**src/rtl/urf_pkg.sv**
```systemverilog
// urf_pkg: shared types, codes and constants of the unsigned radix formatter.
// No dependencies; used by every module under rtl/.
`default_nettype none

package urf_pkg;

  // Significant bits of the value input; bits above are ignored.
  localparam int VALUE_BITS = 64;
  localparam logic [63:0] VALUE_MASK = 64'(~64'd0 >> (64 - VALUE_BITS));

  // Digit word: 20 BCD digits, also holds 64 binary, 22 octal or 16 hex digits.
  localparam int W_BITS     = 80;
  localparam int BCD_DIGITS = W_BITS / 4;

  // Radix select codes
  localparam logic [2:0] RADIX_BIN    = 3'd0;
  localparam logic [2:0] RADIX_OCT    = 3'd1;
  localparam logic [2:0] RADIX_DEC    = 3'd2;
  localparam logic [2:0] RADIX_HEX_LO = 3'd3;
  localparam logic [2:0] RADIX_HEX_UP = 3'd4;

  // Size codes
  localparam logic [1:0] SIZE_8  = 2'd0;
  localparam logic [1:0] SIZE_16 = 2'd1;
  localparam logic [1:0] SIZE_32 = 2'd2;
  localparam logic [1:0] SIZE_64 = 2'd3;

  // Digit counts held by the word before leading-zero removal
  localparam logic [6:0] NDIG_BIN = 7'd64;
  localparam logic [6:0] NDIG_OCT = 7'd22;
  localparam logic [6:0] NDIG_HEX = 7'd16;
  localparam logic [6:0] NDIG_DEC = 7'(BCD_DIGITS);

  // Output limit per conversion
  localparam logic [7:0] MAX_CHARS = 8'd64;

  // ASCII
  localparam logic [6:0] CH_SPACE = 7'h20;
  localparam logic [6:0] CH_ZERO  = 7'h30;
  localparam logic [6:0] CH_X_LO  = 7'h78;
  localparam logic [6:0] CH_X_UP  = 7'h58;
  localparam logic [6:0] CH_A_LO  = 7'h61;
  localparam logic [6:0] CH_A_UP  = 7'h41;

  typedef enum logic [2:0] {
    S_IDLE,
    S_DABBLE,
    S_NORM,
    S_LAYOUT,
    S_EMIT
  } state_t;

  typedef enum logic [1:0] {
    SH_DABBLE,
    SH_BIN,
    SH_OCT,
    SH_HEX
  } shift_mode_t;

  // Character boundaries of one field, as running positions
  typedef struct packed {
    logic [7:0] lead_end;    // leading spaces end here
    logic [7:0] prefix_end;  // prefix end
    logic [7:0] zero_end;    // zero fill and precision zeros end
    logic [7:0] digit_end;   // digits end
    logic [7:0] total;       // whole field length
    logic [6:0] pre1;        // second prefix character
  } layout_t;

  function automatic logic [6:0] digit_char(input logic [3:0] d, input logic upper);
    logic [6:0] base;
    base = upper ? CH_A_UP : CH_A_LO;
    if (d < 4'd10) begin
      digit_char = CH_ZERO + 7'(d);
    end else begin
      digit_char = base + 7'(d - 4'd10);
    end
  endfunction

endpackage

`default_nettype wire

```
**src/rtl/urf_shift_unit.sv**
```systemverilog
// urf_shift_unit: the shared shifter. Does one double-dabble step or one
// digit shift of the digit word, and presents the top digit. Uses urf_pkg.
`default_nettype none

module urf_shift_unit (
  input  wire logic [urf_pkg::W_BITS-1:0] w_in,
  input  wire logic                       bin_msb,
  input  urf_pkg::shift_mode_t            mode,
  output logic      [urf_pkg::W_BITS-1:0] w_out,
  output logic      [3:0]                 top_digit
);

  logic [urf_pkg::W_BITS-1:0] adj;

  // add-3 correction on every BCD nibble that is 5 or more
  always_comb begin
    for (int i = 0; i < urf_pkg::BCD_DIGITS; i++) begin
      if (w_in[4*i +: 4] >= 4'd5) begin
        adj[4*i +: 4] = w_in[4*i +: 4] + 4'd3;
      end else begin
        adj[4*i +: 4] = w_in[4*i +: 4];
      end
    end
  end

  always_comb begin
    case (mode)
      urf_pkg::SH_DABBLE: begin
        w_out     = {adj[urf_pkg::W_BITS-2:0], bin_msb};
        top_digit = w_in[urf_pkg::W_BITS-1 -: 4];
      end
      urf_pkg::SH_BIN: begin
        w_out     = {w_in[urf_pkg::W_BITS-2:0], 1'b0};
        top_digit = {3'b000, w_in[urf_pkg::W_BITS-1]};
      end
      urf_pkg::SH_OCT: begin
        w_out     = {w_in[urf_pkg::W_BITS-4:0], 3'b000};
        top_digit = {1'b0, w_in[urf_pkg::W_BITS-1 -: 3]};
      end
      default: begin
        w_out     = {w_in[urf_pkg::W_BITS-5:0], 4'b0000};
        top_digit = w_in[urf_pkg::W_BITS-1 -: 4];
      end
    endcase
  end

endmodule

`default_nettype wire

```
**src/rtl/urf_layout.sv**
```systemverilog
// urf_layout: works out pad, prefix and precision zero counts of one field
// and turns them into character boundaries. Uses urf_pkg.
`default_nettype none

module urf_layout (
  input  wire logic [6:0] nd,
  input  wire logic [6:0] precision,
  input  wire logic [6:0] min_width,
  input  wire logic [2:0] radix_sel,
  input  wire logic       alt_form,
  input  wire logic       zero_pad,
  input  wire logic       left_justify,
  input  wire logic       value_zero,
  output urf_pkg::layout_t lay
);

  logic       has_prec;
  logic       zfill;
  logic       is_hex;
  logic [7:0] nd8;
  logic [7:0] prec8;
  logic [7:0] fw8;
  logic [7:0] extra;
  logic [7:0] plen;
  logic [7:0] body;
  logic [7:0] pad;

  always_comb begin
    has_prec = ~precision[6];
    nd8      = {1'b0, nd};
    prec8    = {2'b00, precision[5:0]};
    fw8      = {1'b0, min_width};
    is_hex   = (radix_sel == urf_pkg::RADIX_HEX_LO) || (radix_sel == urf_pkg::RADIX_HEX_UP);

    extra = (has_prec && (prec8 > nd8)) ? prec8 - nd8 : 8'd0;

    plen = 8'd0;
    if (alt_form && !value_zero) begin
      if (radix_sel == urf_pkg::RADIX_OCT) begin
        // octal prefix is dropped when precision zeros already lead
        plen = (extra == 8'd0) ? 8'd1 : 8'd0;
      end else if (is_hex) begin
        plen = 8'd2;
      end
    end

    body  = plen + extra + nd8;
    pad   = (fw8 > body) ? fw8 - body : 8'd0;
    zfill = !left_justify && zero_pad && !has_prec;

    lay.lead_end   = (!left_justify && !zfill) ? pad : 8'd0;
    lay.prefix_end = lay.lead_end + plen;
    lay.zero_end   = lay.prefix_end + (zfill ? pad : 8'd0) + extra;
    lay.digit_end  = lay.zero_end + nd8;
    lay.total      = lay.digit_end + (left_justify ? pad : 8'd0);
    lay.pre1       = (radix_sel == urf_pkg::RADIX_HEX_UP) ? urf_pkg::CH_X_UP
                                                          : urf_pkg::CH_X_LO;
  end

endmodule

`default_nettype wire

```
**src/rtl/unsigned_radix_formatter.sv**
```systemverilog
// unsigned_radix_formatter: printf-style unsigned conversion, one character per transfer.
// Steps: decimal items pass S_DABBLE first; S_NORM strips leading zero digits (up to 63,
// binary); S_LAYOUT fixes the field, S_EMIT sends it. One shared shifter does the digits.
// Throughput: one item at a time; its characters (at most 64) leave at one per cycle
// while char_ready is high, and item_ready returns the cycle after the last one.
// Reset: rst (synchronous) returns the sequencer to idle; item_ready rises next.
`default_nettype none

module unsigned_radix_formatter (
  input  wire logic        clk,
  input  wire logic        rst,
  // item channel
  input  wire logic        item_valid,
  output logic             item_ready,
  input  wire logic [63:0] value,
  input  wire logic [1:0]  size_code,
  input  wire logic [2:0]  radix_sel,
  input  wire logic [6:0]  min_width,
  input  wire logic signed [6:0] precision,
  input  wire logic        alt_form,
  input  wire logic        zero_pad,
  input  wire logic        left_justify,
  // character channel
  output logic             char_valid,
  input  wire logic        char_ready,
  output logic [6:0]       character,
  output logic             last
);

  // Sequencer state
  urf_pkg::state_t state, state_next;

  // Digit word: BCD digits for decimal, raw bit groups otherwise, top digit first
  logic [urf_pkg::W_BITS-1:0] w, w_next;
  // Binary source shifted out during double dabble
  logic [63:0] bin, bin_next;
  logic [5:0]  cnt, cnt_next;
  // Digit count still in the word
  logic [6:0]  nd, nd_next;
  urf_pkg::shift_mode_t dig_mode, dig_mode_next;

  // Captured item fields
  logic [6:0] fw_r, fw_r_next;
  logic [6:0] prec_r, prec_r_next;
  logic [2:0] radix_r, radix_r_next;
  logic       alt_r, alt_r_next;
  logic       zpad_r, zpad_r_next;
  logic       left_r, left_r_next;
  logic       vzero, vzero_next;

  urf_pkg::layout_t lay, lay_next, lay_c;
  logic [7:0] pos, pos_next;

  // Shared shifter hookup
  urf_pkg::shift_mode_t       sh_mode;
  logic [urf_pkg::W_BITS-1:0] w_out;
  logic [3:0]                 top_digit;

  logic [63:0] vm;
  logic        item_xfer;
  logic        char_xfer;
  logic        in_digits;

  assign sh_mode = (state == urf_pkg::S_DABBLE) ? urf_pkg::SH_DABBLE : dig_mode;

  urf_shift_unit u_shift (
    .w_in      (w),
    .bin_msb   (bin[63]),
    .mode      (sh_mode),
    .w_out     (w_out),
    .top_digit (top_digit)
  );

  urf_layout u_layout (
    .nd           (nd),
    .precision    (prec_r),
    .min_width    (fw_r),
    .radix_sel    (radix_r),
    .alt_form     (alt_r),
    .zero_pad     (zpad_r),
    .left_justify (left_r),
    .value_zero   (vzero),
    .lay          (lay_c)
  );

  assign item_ready = (state == urf_pkg::S_IDLE);
  assign char_valid = (state == urf_pkg::S_EMIT);
  assign item_xfer  = item_valid && item_ready;
  assign char_xfer  = char_valid && char_ready;

  // Value truncated to the argument size
  always_comb begin
    vm = value & urf_pkg::VALUE_MASK;
    case (size_code)
      urf_pkg::SIZE_8:  vm = vm & 64'h0000_0000_0000_00FF;
      urf_pkg::SIZE_16: vm = vm & 64'h0000_0000_0000_FFFF;
      urf_pkg::SIZE_32: vm = vm & 64'h0000_0000_FFFF_FFFF;
      default:          vm = vm;
    endcase
  end

  // Character at the current position; everything here is held while stalled
  assign in_digits = (pos >= lay.zero_end) && (pos < lay.digit_end);
  always_comb begin
    if (pos < lay.lead_end) begin
      character = urf_pkg::CH_SPACE;
    end else if (pos < lay.prefix_end) begin
      character = (pos == lay.lead_end) ? urf_pkg::CH_ZERO : lay.pre1;
    end else if (pos < lay.zero_end) begin
      character = urf_pkg::CH_ZERO;
    end else if (pos < lay.digit_end) begin
      character = urf_pkg::digit_char(top_digit, radix_r == urf_pkg::RADIX_HEX_UP);
    end else begin
      character = urf_pkg::CH_SPACE;
    end
  end

  // Field ends at its own length or at the 64-character cap
  assign last = (pos == lay.total - 8'd1) || (pos == urf_pkg::MAX_CHARS - 8'd1);

  always_ff @(posedge clk) begin
    if (rst) begin
      state <= urf_pkg::S_IDLE;
    end else begin
      state <= state_next;
    end
  end

  always_ff @(posedge clk) begin
    w        <= w_next;
    bin      <= bin_next;
    cnt      <= cnt_next;
    nd       <= nd_next;
    dig_mode <= dig_mode_next;
    fw_r     <= fw_r_next;
    prec_r   <= prec_r_next;
    radix_r  <= radix_r_next;
    alt_r    <= alt_r_next;
    zpad_r   <= zpad_r_next;
    left_r   <= left_r_next;
    vzero    <= vzero_next;
    lay      <= lay_next;
    pos      <= pos_next;
  end

  always_comb begin
    state_next    = state;
    w_next        = w;
    bin_next      = bin;
    cnt_next      = cnt;
    nd_next       = nd;
    dig_mode_next = dig_mode;
    fw_r_next     = fw_r;
    prec_r_next   = prec_r;
    radix_r_next  = radix_r;
    alt_r_next    = alt_r;
    zpad_r_next   = zpad_r;
    left_r_next   = left_r;
    vzero_next    = vzero;
    lay_next      = lay;
    pos_next      = pos;

    case (state)
      urf_pkg::S_IDLE: begin
        if (item_xfer) begin
          fw_r_next    = min_width;
          prec_r_next  = precision;
          radix_r_next = radix_sel;
          alt_r_next   = alt_form;
          zpad_r_next  = zero_pad;
          left_r_next  = left_justify;
          vzero_next   = (vm == 64'd0);
          bin_next     = vm;
          cnt_next     = 6'd0;
          state_next   = urf_pkg::S_NORM;
          case (radix_sel)
            urf_pkg::RADIX_BIN: begin
              w_next        = {vm, 16'd0};
              nd_next       = urf_pkg::NDIG_BIN;
              dig_mode_next = urf_pkg::SH_BIN;
            end
            urf_pkg::RADIX_OCT: begin
              w_next        = {2'b00, vm, 14'd0};
              nd_next       = urf_pkg::NDIG_OCT;
              dig_mode_next = urf_pkg::SH_OCT;
            end
            urf_pkg::RADIX_HEX_LO, urf_pkg::RADIX_HEX_UP: begin
              w_next        = {vm, 16'd0};
              nd_next       = urf_pkg::NDIG_HEX;
              dig_mode_next = urf_pkg::SH_HEX;
            end
            default: begin
              // decimal, and the unused codes converted as decimal
              w_next        = '0;
              nd_next       = urf_pkg::NDIG_DEC;
              dig_mode_next = urf_pkg::SH_HEX;
              state_next    = urf_pkg::S_DABBLE;
            end
          endcase
        end
      end

      urf_pkg::S_DABBLE: begin
        // one binary bit into the BCD word per cycle
        w_next   = w_out;
        bin_next = {bin[62:0], 1'b0};
        cnt_next = cnt + 6'd1;
        if (cnt == 6'd63) begin
          state_next = urf_pkg::S_NORM;
        end
      end

      urf_pkg::S_NORM: begin
        // strip leading zero digits, keep at least one
        if ((nd > 7'd1) && (top_digit == 4'd0)) begin
          w_next  = w_out;
          nd_next = nd - 7'd1;
        end else begin
          // zero value with zero precision prints no digits
          if ((prec_r == 7'd0) && vzero) begin
            nd_next = 7'd0;
          end
          state_next = urf_pkg::S_LAYOUT;
        end
      end

      urf_pkg::S_LAYOUT: begin
        lay_next = lay_c;
        pos_next = 8'd0;
        state_next = (lay_c.total == 8'd0) ? urf_pkg::S_IDLE : urf_pkg::S_EMIT;
      end

      urf_pkg::S_EMIT: begin
        if (char_xfer) begin
          pos_next = pos + 8'd1;
          if (in_digits) begin
            w_next = w_out;
          end
          if (last) begin
            state_next = urf_pkg::S_IDLE;
          end
        end
      end

      default: begin
        state_next = urf_pkg::S_IDLE;
      end
    endcase
  end

  // Items and characters never overlap
  a_no_overlap: assert property (@(posedge clk) disable iff (rst)
    !(item_ready && char_valid))
    else $error("item_ready and char_valid high together");

  // Final character of a field frees the block for the next item
  a_last_frees: assert property (@(posedge clk) disable iff (rst)
    (char_valid && char_ready && last) |=> item_ready)
    else $error("block not ready after last character transfer");

  // A taken item closes the item channel until its field is done
  a_busy_after_take: assert property (@(posedge clk) disable iff (rst)
    (item_valid && item_ready) |=> !item_ready)
    else $error("item_ready stayed high after an item transfer");

  // Emission only with a nonempty field inside the character cap
  a_pos_in_field: assert property (@(posedge clk) disable iff (rst)
    char_valid |-> ((pos < lay.total) && (pos < urf_pkg::MAX_CHARS)))
    else $error("character position outside the field");

endmodule

`default_nettype wire
```
**config.mk**
```make
export PLATFORM = sky130hd
export DESIGN_NAME = unsigned_radix_formatter
export DESIGN_NICKNAME = d
export VERILOG_FILES = /design/src/rtl/urf_pkg.sv /design/src/rtl/urf_shift_unit.sv /design/src/rtl/urf_layout.sv /design/src/rtl/unsigned_radix_formatter.sv
export SDC_FILE = /design/constraint.sdc
export NUM_CORES = 1
export LEC_CHECK = 0
export ABC_AREA = 1
export BUFFER_PORTS_ARGS = -buffer_cell sky130_fd_sc_hd__clkbuf_2
export CAP_MARGIN = 20
export CORE_MARGIN = 4
export CORE_UTILIZATION = 43
export CTS_BUF_LIST = sky130_fd_sc_hd__clkbuf_4 sky130_fd_sc_hd__clkbuf_8 sky130_fd_sc_hd__clkbuf_16
export CTS_CLUSTER_SIZE = 40
export DETAILED_ROUTE_END_ITERATION = 10
export GPL_TIMING_DRIVEN = 0
export HOLD_SLACK_MARGIN = 0.08
export PLACE_DENSITY = 0.63
export SYNTH_ARGS = -nofsm -noshare
export SYNTH_HDL_FRONTEND = slang
export SYNTH_SLANG_ARGS = --single-unit
```
**constraint.sdc**
```tcl
create_clock -name clk -period 19.1 [get_ports clk]
set_input_delay 5.73 -clock clk [delete_from_list [all_inputs] [get_ports clk]]
set_output_delay 5.73 -clock clk [all_outputs]
set_load 0.01 [all_outputs]
```
[Word level (Yosys, flattened, before mapping)]
Index checks and enable logic that the tools add are counted.
Widths: inputs -> output; s select.
Operators by class
  muxes and demuxes: 67
  shift-type cells: 0
  reductions and logical operators: 37
  multiply operators: 0
  equality and inequality tests: 26
  bitwise gates (word level): 1
  $add $sub $neg: 36
  divide/modulo/power cells: 0
  order comparisons: 29
Operators with widths (number)
  $mux 80: 4
  $pmux 80 s4: 1
  $pmux 80 s3: 1
  $pmux 64 s3: 1
  $pmux 80 s2: 1
  $pmux 64 s2: 1
  $ge 4x3->1 const B: 20
  $add 4x2->4 const B: 19
  $mux 4: 19
  $logic_not 64->1: 1
  $mux 64: 1
  $mux 8: 8
  $mux 7: 9
  $add 8x8->8: 5
  $lt 8x8->1: 4
  $mux 3: 7
  $pmux 7 s3: 1
  $mux 6: 3
  $add 8x7->8: 2
  $eq 8x8->1: 2
  $logic_not 8->1: 2
  $pmux 8 s2: 1
  $pmux 3 s5: 1
  $pmux 7 s2: 1
  other kinds (46): 81
Word-level totals
  memories kept: 0
  word-level logic and storage cells: 216
  latch bits: 0
  bits in read-only memories: 0
  RAM bits: 0
  register bits after elaboration: 238

[Longest topological paths before layout]
  depth in word-level cells: 20
  mapped depth: 63

[By module]
A second synthesis with hierarchy kept.
Unflattened totals
  cells, all modules: 2506
  area total of the unflattened synthesis: 19374.8 um2
Modules (own cells, without submodules)
  unsigned_radix_formatter: times used 1, seq. area each 7116.8 um2, cells each 1227, area each 12171.7 um2
  urf_shift_unit: times used 1, seq. area each 0.0 um2, cells each 865, area each 4506.8 um2
  urf_layout: times used 1, seq. area each 0.0 um2, cells each 414, area each 2696.3 um2

[Worst setup path after synthesis]
No wires, ideal clock.
  kind: in2reg
  from: in char_ready
  to: reg w[0] (netlist name), enable pin
  library setup time: 0.945 ns
  setup slack: -0.096 ns
  cell stages on the path: 2
  arrival time: 18.252 ns
  path buffers: 0
  cell sequence: o22ai_1 a2111oi_0
On the way
  word-level cells in the longest chain between the ends: 3
Ends and longest elaborated chain
  start, declared: line unsigned_radix_formatter.sv:25  | input wire logic char_ready,
  $logic_and 1x1->1: line unsigned_radix_formatter.sv:89  | assign char_xfer = char_valid && char_ready;
  $ne 2x1->1 (no line)
  $reduce_and 5->1 (no line)
  end signal, assigned: line unsigned_radix_formatter.sv:130  | w <= w_next;
  end, declared: line unsigned_radix_formatter.sv:34  | logic [urf_pkg::W_BITS-1:0] w, w_next;
No other way between the ends.
A chain may end at the register's enable or synchronous reset.

[Worst setup path in the final report]
  from: reg state[0]
  to: out character[6]
On the way
  word-level cells in the longest chain between the ends: 11
  elaborated cells between the ends (all ways): 14
  classes of those cells: add/sub: 3; order compare: 1; eq/ne: 3; mux: 7
Ends and longest elaborated chain
  start, declared: line unsigned_radix_formatter.sv:31  | urf_pkg::state_t state, state_next;
  start signal, assigned: line unsigned_radix_formatter.sv:123  | state <= urf_pkg::S_IDLE;
  start signal, assigned: line unsigned_radix_formatter.sv:125  | state <= state_next;
  $eq 3x1->1 (*): line unsigned_radix_formatter.sv:64  | assign sh_mode = (state == urf_pkg::S_DABBLE) ? urf_pkg::SH_DABBLE : dig_mode;
  $mux 2 (*): line unsigned_radix_formatter.sv:64
  $eq 2x2->1 or $eq 2x1->1 (tied branches): line urf_shift_unit.sv:27  | case (mode)
  $pmux 4 s2 (*): line urf_shift_unit.sv:27
  $sub 4x4->5: line urf_pkg.sv:76  | digit_char = base + 7'(d - 4'd10);
  $add 7x7->7: line urf_pkg.sv:76
  $mux 7 (*): line urf_pkg.sv:73  | if (d < 4'd10) begin
  $mux 7 (*): line unsigned_radix_formatter.sv:111  | end else if (pos < lay.digit_end) begin
  $mux 7 (*): line unsigned_radix_formatter.sv:109  | end else if (pos < lay.zero_end) begin
  $mux 7 (*): line unsigned_radix_formatter.sv:107  | end else if (pos < lay.prefix_end) begin
  $mux 7 (*): line unsigned_radix_formatter.sv:105  | if (pos < lay.lead_end) begin
  end, declared: line unsigned_radix_formatter.sv:26  | output logic [6:0] character,
Every way passes the cells marked *; elsewhere a longest branch is shown, timed or not.

==> out/results.ini <==
[outcome]
status = finished clean

[power]
cellLeakagePower_uw = 0.00870
power_density_nw_per_um2 = 213
power.total_uw = 4250
vdd_ir_drop_max_mv = 0.107

[worst_setup_path]
crit_type = flop to output port
critPathLaunchType = flop
slowest_delay_ns = 0.57
crit_fanout = 10
r2r_cells = 57
crit_path_end_kind = output port
worstPathCellList = inv_1 -> nor3_1 -> inv_1 -> clkbuf_1 -> nand2_1 -> ha_1 -> clkbuf_1 -> clkinv_1 -> o221ai_1 -> o21ai_0 -> inv_1 -> ha_1 -> nand3_1 -> o21bai_1 -> xor2_1 -> nand3_1 -> a21oi_1 -> clkbuf_2
critPathRequiredTime_ns = 13.37
worst_ep_arrival_time_ns = 5.37
cp_slowest_cell = nor3_1
cp_common_cell = inv_1

[timing]
holdWs_ns = 0.517
setup_viol = 0
finClkSkew_ns = 0.0292
maxSlewHeadroom = 0.244
rsz0062_at_grt = false
final-max-slew-violation-count = 0
max_freq_mhz = 90.1
hold_violations = 0
setup_tns_ns = 0
fin_crit_ns = 11.10
worstMarginPinSlew_ns = 1.13
period_share = 0.581

[synth]
synth_area_um2 = 17700
syn_nets = 2404
synth_edf_count = 229
avgSynthCellArea_um2 = 8.18
synthDistinctLibCells = 56
yosysSeqAreaShare = 0.391
ys_async_sr_fraction = 0
ys.flop_type = edfxtp_1
syn-instance-count = 2167
yosys_warnings = 0
synth_seq_cells = 232

[clock_network]
clock_path_buffers = 3
cts_hold_buf = 0
htreeDepth = 1
cts_resized = 0
cts_tree = built
clkSinkCount = 232
cts-root-buf = clkbuf_16
cts_buffers = 29
insertion_delay_ns = 0.58
post_cts_buffers = 0
clkSlewWorstSetupHoldPaths_ns = 0.06

[routing]
totalWireLength_um = 57200
antenna_left = 0
firstDrtPassIters = 8
avgViaCountPerCell = 5.84
drc_errors = 0
wl_per_cell_um = 19.9
drt_iter0_drc = 2063
vias = 16700

[final_layout]
area_delta_synth_final_pct = 12.9
finalNetCount = 2553
seq_area_um2 = 6940
final_common_cell = inv_1
layout-drive-gt1-share = 0.0920
insertedDiodeCount = 0
layout_common_cells = 378 x inv_1, 298 x nand2_1, 244 x o21ai_0
multi_input_area_um2 = 9020
final.fill_count = 3978
layout.cells.non_filler = 2870

[floorplanning]
die_y_um = 211
die_area_um2 = 44500
die_w_um = 211
core-area_um2 = 40700
row_count = 74
initial_core_util = 0.435
ioPinCount = 100

[worst_hold_path]
whs_path_depth = 2
min_path_type = flop to flop

[global_routing]
grt_usage = 0.250
grt_overflow = 0
grt_pass1_vias = 15800
grt_max_degree = 27
grt_pass1_wl_um = 88600
antenna_found_initial = 1

[placed_design]
io_buffers = 98
place.gp.congestion = 0.929
dp_hpwl_um = 43900
place_inst = 2817

[run]
drv_cap = 0

[Yosys cell counts, types with 4 or more instances]
master / number / share of area
xnor2_1: 21 / 0.010
clkinv_1: 5 / 0.0011
a31oi_1: 9 / 0.0032
o211ai_1: 71 / 0.030
inv_2: 5 / 0.0011
ha_1: 131 / 0.093
o221ai_1: 18 / 0.0089
nand3_2: 6 / 0.0034
nor4_1: 9 / 0.0032
fa_1: 16 / 0.018
xor2_1: 22 / 0.011
o22ai_1: 61 / 0.022
inv_1: 378 / 0.080
nor2_2: 4 / 0.0014
a21oi_1: 181 / 0.051
nand3_1: 64 / 0.018
nand4_1: 28 / 0.0099
nand2_2: 9 / 0.0032
edfxtp_1: 229 / 0.39
nor2_1: 119 / 0.025
nor3_1: 19 / 0.0054
or2_2: 4 / 0.0014
a221oi_1: 12 / 0.0059
o21a_1: 6 / 0.0025
o311ai_0: 6 / 0.0030
o21ai_0: 245 / 0.069
buf_2: 4 / 0.0011
a21o_1: 4 / 0.0017
clkbuf_1: 81 / 0.017
a22oi_1: 54 / 0.023
nand2_1: 298 / 0.063
[power breakdown]
| group | internal, uW | leakage, uW | switching (uW) | total (uW) |
|---|---|---|---|---|
| Combinational | 831 | 0.00597 | 1750 | 2580 |
| Sequential | 957 | 0.00227 | 180 | 1140 |
| Clock | 312 | 0.000457 | 223 | 535 |
[flip-flops by register name, summed over array words and instances, names as in the netlist, 2 cells and up]
signal and cells:
pos 8, bin 64, lay 41, state 3, prec_r 7, fw_r 7
dig_mode 2, radix_r 3, nd 7, cnt 6, w 80
[worst paths after layout]
kind | from | end | slack, ns
setup / recovery | state[0] | character[6] | 8.00
hold / removal | bin[42] | bin[43] | 0.52
setup reg to reg | nd[0] | lay[14] | 8.58
hold reg to reg | bin[42] | bin[43] | 0.52
[critical path: cells and delay by family, from the launching register on]
kind	cells	cell delay (ns)
AOI/OAI and AO/OA	4	0.93
DFF	1	0.35
buffers and inverters	7	1.93
adders and majority gates	2	0.40
and+or+nand+nor	4	1.05
xor gates and xnor gates	1	0.16
[cell type report]
cell class,instances,share of cell area
inverter,388,0.0728
sequential,232,0.347
buffer,88,0.0168
timing repair buffer,118,0.0340
clock inverter,19,0.00775
tap,532,0.0333
multi-input combinational,1459,0.451
clock buffer,34,0.0381
[metrics by stage]
stage	worst slack, ns	area, um^2	utilization
floorplan	3.86	17700	-
global placement	-1.33	18900	0.463
detailed placement	8.70	19100	0.469
CTS	8.10	20000	0.491
global route	7.61	20000	0.491
finish	8.00	20000	0.491
[logic make-up (layout without fill, tap and decap cells)]
kind of cell,count (synthesis),after routing,share of synthesized area
AO/OA/AOI/OAI,692,692,0.232
XOR/XNOR,44,44,0.0222
adder cells (fa/ha/maj),147,147,0.111
buffers and inverters,476,647,0.101
flip-flops,232,232,0.391
other,2,2,0.000424
AND/OR/NAND/NOR,574,574,0.142
[routing by layer]
metal  share of wire  vias to the layer above  global-route usage
li1                -                     7905                   -
met5               0                        -                   0
met4           0.033                        0              0.0800
met3           0.099                      119              0.0521
met2            0.42                      844               0.376
met1            0.44                     7881               0.361
Power figures use the tool's default switching activity.
